--- config.mk ---
export PLATFORM = sky130hd
export DESIGN_NAME = ratt_ctrl
export DESIGN_NICKNAME = d
export VERILOG_FILES = /design/src/hdl/ratt_pkg.sv /design/src/hdl/ratt_ctrl.sv
export SDC_FILE = /design/constraint.sdc
export NUM_CORES = 1
export LEC_CHECK = 0
export BUFFER_PORTS_ARGS = -buffer_cell sky130_fd_sc_hd__buf_2
export CAP_MARGIN = 20
export CORE_MARGIN = 2
export CORE_UTILIZATION = 53
export DETAILED_ROUTE_END_ITERATION = 12
export PLACE_DENSITY = 0.82
export SLEW_MARGIN = 10
export SYNTH_ARGS = -nofsm -noshare
export SYNTH_HDL_FRONTEND = slang
export SYNTH_SLANG_ARGS = --single-unit
--- constraint.sdc ---
create_clock -name aclk -period 3.5 [get_ports aclk]
set_input_delay 0.175 -clock aclk [delete_from_list [all_inputs] [get_ports aclk]]
set_output_delay 0.175 -clock aclk [all_outputs]
set_load 0.005 [all_outputs]
--- src/hdl/ratt_pkg.sv ---
// ratt_pkg: shared types and constants of the range alias translation table
// holds command and status codes, the entry layout and the control/status bundles
// no dependencies
package ratt_pkg;

    // field widths fixed by the interface
    localparam int ADDR_W   = 64;
    localparam int CMD_W    = 2;
    localparam int STATUS_W = 3;

    // command codes
    localparam logic [CMD_W-1:0] CMD_ADD     = 2'd0;
    localparam logic [CMD_W-1:0] CMD_FWD     = 2'd1;
    localparam logic [CMD_W-1:0] CMD_REV     = 2'd2;
    localparam logic [CMD_W-1:0] CMD_UNUSED  = 2'd3;

    // result status codes
    localparam logic [STATUS_W-1:0] ST_HIT   = 3'd0;
    localparam logic [STATUS_W-1:0] ST_MISS  = 3'd1;
    localparam logic [STATUS_W-1:0] ST_ADDED = 3'd2;
    localparam logic [STATUS_W-1:0] ST_DUP   = 3'd3;
    localparam logic [STATUS_W-1:0] ST_FULL  = 3'd4;
    localparam logic [STATUS_W-1:0] ST_FLOOR = 3'd5;

    // reset value of the floor register
    localparam logic [ADDR_W-1:0] FLOOR_RESET = 64'h0000_0001_0000_0000;

    // one table entry as stored in the entry ram
    typedef struct packed {
        logic [ADDR_W-1:0] orig_base;
        logic [ADDR_W-1:0] alias_base;
        logic [ADDR_W-1:0] length;
    } entry_t;

    // what the current walk over the entries is looking for
    typedef enum logic [2:0] {
        MODE_NONE,
        MODE_DUP,
        MODE_RET,
        MODE_FWD,
        MODE_REV
    } mode_t;

    // source of the result address
    typedef enum logic [1:0] {
        SEL_ZERO,
        SEL_ADDR,
        SEL_SUM
    } sel_t;

    // controller to datapath commands
    typedef struct packed {
        logic                load;
        logic                scan_clr;
        logic                scan_en;
        mode_t               mode;
        logic                place;
        logic                sum;
        logic                out_load;
        sel_t                out_sel;
        logic [STATUS_W-1:0] out_status;
    } ctl_cmd_t;

    // datapath to controller status
    typedef struct packed {
        logic [CMD_W-1:0] cmd;
        logic             below_floor;
        logic             match;
        logic             walk_done;
        logic             free_found;
        logic             full;
        logic             out_free;
    } dp_stat_t;

endpackage

--- src/hdl/ratt_ctrl.sv ---
// ratt_ctrl: sequencing state machine of the translation table
// drives the datapath through the add passes and the lookup walk
// depends on ratt_pkg
module ratt_ctrl import ratt_pkg::*; (
    input  logic     aclk,
    input  logic     aresetn,
    input  logic     s_valid,
    output logic     s_ready,
    input  dp_stat_t stat,
    output ctl_cmd_t cmd
);

    typedef enum logic [2:0] {
        S_IDLE,
        S_DISPATCH,
        S_DUP,
        S_RET,
        S_PLACE,
        S_LOOK,
        S_SUM,
        S_RESP
    } state_t;

    state_t              state_reg, state_next;
    logic [STATUS_W-1:0] code_reg, code_next;
    sel_t                sel_reg, sel_next;
    mode_t               look_mode_reg, look_mode_next;

    assign s_ready = (state_reg == S_IDLE);

    // next state and commands
    always_comb begin
        state_next     = state_reg;
        code_next      = code_reg;
        sel_next       = sel_reg;
        look_mode_next = look_mode_reg;
        cmd            = '0;
        cmd.mode       = MODE_NONE;
        cmd.out_sel    = sel_reg;
        cmd.out_status = code_reg;
        case (state_reg)
            S_IDLE: begin
                if (s_valid) begin
                    cmd.load   = 1'b1;
                    state_next = S_DISPATCH;
                end
            end
            S_DISPATCH: begin
                case (stat.cmd)
                    CMD_ADD: begin
                        if (stat.below_floor) begin
                            code_next  = ST_FLOOR;
                            sel_next   = SEL_ZERO;
                            state_next = S_RESP;
                        end else begin
                            cmd.scan_clr = 1'b1;
                            state_next   = S_DUP;
                        end
                    end
                    CMD_FWD, CMD_REV: begin
                        cmd.scan_clr   = 1'b1;
                        look_mode_next = (stat.cmd == CMD_FWD) ? MODE_FWD : MODE_REV;
                        state_next     = S_LOOK;
                    end
                    default: begin
                        code_next  = ST_MISS;
                        sel_next   = SEL_ADDR;
                        state_next = S_RESP;
                    end
                endcase
            end
            S_DUP: begin
                cmd.scan_en = 1'b1;
                cmd.mode    = MODE_DUP;
                if (stat.match) begin
                    code_next  = ST_DUP;
                    sel_next   = SEL_ZERO;
                    state_next = S_RESP;
                end else if (stat.walk_done) begin
                    cmd.scan_clr = 1'b1;
                    state_next   = S_RET;
                end
            end
            S_RET: begin
                cmd.scan_en = 1'b1;
                cmd.mode    = MODE_RET;
                if (stat.walk_done) begin
                    state_next = S_PLACE;
                end
            end
            S_PLACE: begin
                cmd.place  = 1'b1;
                code_next  = (stat.free_found || !stat.full) ? ST_ADDED : ST_FULL;
                sel_next   = SEL_ZERO;
                state_next = S_RESP;
            end
            S_LOOK: begin
                cmd.scan_en = 1'b1;
                cmd.mode    = look_mode_reg;
                if (stat.match) begin
                    state_next = S_SUM;
                end else if (stat.walk_done) begin
                    code_next  = ST_MISS;
                    sel_next   = SEL_ADDR;
                    state_next = S_RESP;
                end
            end
            S_SUM: begin
                cmd.sum    = 1'b1;
                code_next  = ST_HIT;
                sel_next   = SEL_SUM;
                state_next = S_RESP;
            end
            S_RESP: begin
                if (stat.out_free) begin
                    cmd.out_load = 1'b1;
                    state_next   = S_IDLE;
                end
            end
            default: begin
                state_next = S_IDLE;
            end
        endcase
    end

    // state and registered outputs
    always_ff @(posedge aclk) begin
        if (!aresetn) begin
            state_reg     <= S_IDLE;
            code_reg      <= ST_MISS;
            sel_reg       <= SEL_ZERO;
            look_mode_reg <= MODE_NONE;
        end else begin
            state_reg     <= state_next;
            code_reg      <= code_next;
            sel_reg       <= sel_next;
            look_mode_reg <= look_mode_next;
        end
    end

endmodule

Yosys cells after proc, flatten, opt, wreduce, memory -nomap -nowiden
Index checks and enable logic that the tools add are counted.
- bits in registers: 11
- bits of input ports: 11
- output and inout port bits: 15
- equal/unequal tests: 19
- multiplexer cells: 36
- reductions and logical operators: 10
- operator list (cell ; number):
    $mux 3 ; 14
    $pmux 3 s7 ; 1
    $pmux 3 s5 ; 1
    $ne 2x2->1 const B ; 7
    $eq 3x3->1 const B ; 4
    $pmux 3 s2 ; 2
    $pmux 4 s3 ; 1
    $pmux 2 s5 ; 1
    $mux 1 ; 9
    $ne 3x3->1 const B ; 3
    $mux 2 ; 4
    $eq 3x2->1 const B ; 2
    $reduce_and 6->1 ; 1
    $reduce_and 5->1 ; 1
    $reduce_bool 5->1 ; 1
    $pmux 1 s2 ; 2
    $pmux 2 s2 ; 1
    $reduce_or 2->1 ; 2
    $eq 3x1->1 const B ; 1
    $logic_not 3->1 ; 1
    $eq 2x1->1 const B ; 1
    $eq 2x2->1 const B ; 1
    $logic_not 2->1 ; 1
    $reduce_and 2->1 ; 1
    other kinds (2) ; 2

Longest topological paths before layout
- depth in word-level cells: 4
- gate-level depth with buffers: 6
- depth with buffers taken out: 6

Worst setup path before layout
No wires, ideal clock.
- path type: input-to-reg
- from: input port stat[6] in the netlist's numbering
- to: register state_reg[0]
- setup time: 133 ps
- data arrival time: 1208 ps
- setup slack: 2159 ps
- stages: 6
- cell sequence: inv_1 ha_1 a211oi_1 nor2b_1 a211o_1 a31oi_1
- longest elaborated chain between the ends: 4
- elaborated cells between the ends (all ways): 6
- classes of those cells: 2 x eq/ne; 2 x mux; 2 x reduce/logical
- RTL lines (item ; line ; text):
    from (decl) ; ratt_ctrl.sv:9 ; input dp_stat_t stat,
    $eq 2x1->1 or $eq 2x2->1 (tied branches) ; ratt_ctrl.sv:49 ; case (stat.cmd)
    $reduce_or 2->1 ; ratt_ctrl.sv:49 ;
    $pmux 3 s2 * ; ratt_ctrl.sv:49 ;
    $pmux 3 s7 * ; ratt_ctrl.sv:41 ; case (state_reg)
    to (signal assigned) ; ratt_ctrl.sv:134 ; state_reg <= state_next;
    to (decl) ; ratt_ctrl.sv:24 ; state_t state_reg, state_next;
Mark *: on every way between the ends. The rest lies on a longest branch, timed or not.
A chain may end at the register's enable or synchronous reset.

==> summary.txt <==
Setup path
  – Reg2Reg Depth: 4
  – Setup CP Type: reg -> out
  – Worst EP required: 3.32 ns
  – Crit Reg-Reg Endpoint: code_reg[1]$_SDFFE_PN0P_
  – Worst-path fanout max: 24
  – Slowest cell on crit path: dfxtp_1
  – R2R setup slack: 1.52 ns
  – Critical Path Max Stage Delay: 0.83 ns
  – R2R Path Start: state_reg[1]$_SDFFE_PN0P_
  – Crit path DAT: 1.86 ns
  – Largest delay share family, worst path: flip-flops
  – Critical path cell sequence: nor2b_1 -> nand3b_1 -> a21oi_1 -> buf_2
  – CP startpoint kind: flip-flop
  – Buffers and inverters on the worst path: 1
  – Crit. End Element: primary output

Global route
  – Initial antenna violation count: 0
  – Via count of the first global-routing pass: around 700
  – Largest net degree at the start of global routing: 25
  – GRT overflow: 0
  – First-pass GRT wire length: 3090 um
  – Total GRT Usage: 21.7%

Logic synthesis
  – Post-synth EDFFs: 0
  – Post-synth top area share: between 20% and 30%
  – Post-Synthesis Cell Area: 837 sq um
  – Ys async rst share: 0%
  – Avg Cell Area, Syn: 8.21 sq um
  – Largest area contributor in the netlist: dfxtp_1
  – Sequential share of the synthesized area: roughly a quarter
  – #FFs+latches synth: 10
  – Syn Nets: 117
  – Largest cells by area after synthesis: dfxtp_1, ha_1, nor2b_1
  – Post-synth cell types: 39
  – Yosys warns: 0
  – Cell count after synthesis: 102
  – Most common flop cell mapped by yosys: dfxtp_1

Power and ir drop
  – P_leak: 0.441 nW
  – Maximum vdd drop: 0.369 mV
  – Pwr dens: approximately 630 nW/um^2

Clocking
  – CTS tree: built
  – Clk_lat worst skew: 0.28 ns
  – Clock Path Buffers: 2
  – Post-CTS Hold Fix Bufs: 0
  – TritonCTS buffer count: 3
  – Htree depth: 1
  – CTS Sinks: 10
  – Total of cells resized after clock tree synthesis: 0
  – Post-CTS setup buffers: 0
  – Clk slew on worst S/H paths: 0.08 ns
  – CTS Root Cell: clkbuf_4

Route
  – Vias: 844
  – Drt first pass iters: 4
  – WL final: 2090 um
  – Wire length per cell: 14.9 um
  – DRT iter0 DRCs: 26
  – DRC: 0
  – Antenna Nets Post-Route: 0
  – Via density per instance: approximately 6.0

Status
  – Outcome: finished clean

Placement
  – Placed standard-cell area: 940 sq um
  – I/O Buffers: 25
  – GP Congestion: 0.801
  – Post-DP HPWL: 1490 um

Run
  – # Max-Cap Violations: 0

Timing
  – Slew margin rel.: 47.7%
  – Crit share post-route: 58.0%
  – Clk_skew: 0.00785 ns
  – Actual slew at the worst max-slew pin: 0.784 ns
  – Max Slew Vio Count: 0
  – Crit path time final: 2.03 ns
  – Hold Vio Cnt, Final: 0
  – RSZ-0062 raised after global routing: false
  – Maximum clock rate: ~490 MHz
  – Setup Viol. Count Final: 0
  – TNS Setup: 0 ns

Finish
  – Antenna diodes: 0
  – Layout cell share with drive strength beyond 1: a little under 30%
  – Synth-to-layout area growth: 16.6%
  – Most frequent cells in the layout: buf_2, dfxtp_1, nor2b_1, nor2_1
  – Nets: 140
  – Post-Layout Inst Area: 976 sq um
  – Leading cell type in the layout, fill and taps excluded: buf_2

Die
  – Die area: 1910 sq um
  – Starting Density: 56.2%
  – Die W: 43.7 um
  – Die height: 43.7 um
  – FP Rows: 14
  – Core Area: 1490 sq um
  – Num ports: 26

Worst hold path
  – Min-delay src: aresetn
  – Worst Hold Class: in -> reg
  – WHS Path Cells: 2
  – Hold EP: code_reg[0]$_SDFFE_PN1P_
## worst register-to-register path: cells and delay by family, from the launching register on
kind,cells,cell delay [ns]
multiplexers,1,0.24
flip-flops,1,0.83
AND/OR/NAND/NOR,2,0.50
AO/OA/AOI/OAI,1,0.33
## layout make-up
type | instances | area [sq um]
fill | 128 | 513
timing repair buffer | 25 | 125
multi-input combinational | 78 | 568
tap | 16 | 20.0
inverter | 7 | 26.3
clock buffer | 4 | 36.3
sequential | 10 | 200
## layer usage
layer | GRT usage [%] | up-vias | routed length (um)
met2 | 32.4 | 33 | 1000
met3 | 2.50 | 7 | 110
met5 | 0 | - | 0
met4 | 9.70 | 0 | 54
li1 | - | 414 | -
met1 | 31.2 | 390 | 924
## Yosys cell counts (3+ instances only)
cell type and count:
nand3_1 3, ha_1 4, o21ai_0 7, nor2b_1 8
dfxtp_1 10, and2_1 3, nor2_1 8, buf_2 4
inv_1 7, a21oi_1 4, nand2b_1 3, nor3_1 4
nand2_1 5, mux2i_1 3
## logic make-up (layout without fill, tap and decap cells)
logic type                 after synthesis  after routing  synth area share [%]
DFF                                     10             10                  23.9
muxes                                    3              3                  3.59
AOI/OAI and AO/OA                       28             28                  28.3
and+or+nand+nor                         43             43                  30.0
buffers and inverters                   14             36                  8.22
adders and majority gates                4              4                  5.98
## worst max-delay path by stage
stage,start,to,slack [ns],cells after the start
after floorplan,stat[6],state_reg[0]$_SDFFE_PN0P_,2.16,6
after global routing,state_reg[1]$_SDFFE_PN0P_,cmd[12],1.36,4
after detailed placement,state_reg[1]$_SDFFE_PN0P_,code_reg[1]$_SDFFE_PN0P_,1.59,4
final,state_reg[1]$_SDFFE_PN0P_,cmd[12],1.47,4
after global placement,state_reg[1]$_SDFFE_PN0P_,code_reg[1]$_SDFFE_PN0P_,1.70,4
after CTS,state_reg[1]$_SDFFE_PN0P_,cmd[12],1.52,4
## through the flow
step / setup slack [ns] / utilization (%) / hold WS (ns) / std cells / power (W)
after global routing: 1.36 / 65.5 / 0.215 / 140 / 0.000649
after detailed placement: 1.59 / 63.1 / 0.463 / 136 / 0.000498
after CTS: 1.52 / 65.5 / 0.190 / 140 / 0.000608
after global placement: 1.70 / 63.1 / 0.443 / 136 / 0.000490
after floorplan: 2.16 / - / 0.374 / 102 / 0.000429
final: 1.47 / 65.5 / 0.184 / 140 / 0.000613
## power breakdown
part | internal, W | switching, W | total, W | leakage (nW)
Clock | 0.0000634 | 0.0000472 | 0.000111 | 0.0210
Sequential | 0.000143 | 0.0000712 | 0.000214 | 0.0819
Combinational | 0.000141 | 0.000148 | 0.000289 | 0.338
No activity file was read; power rests on OpenSTA's default activity.
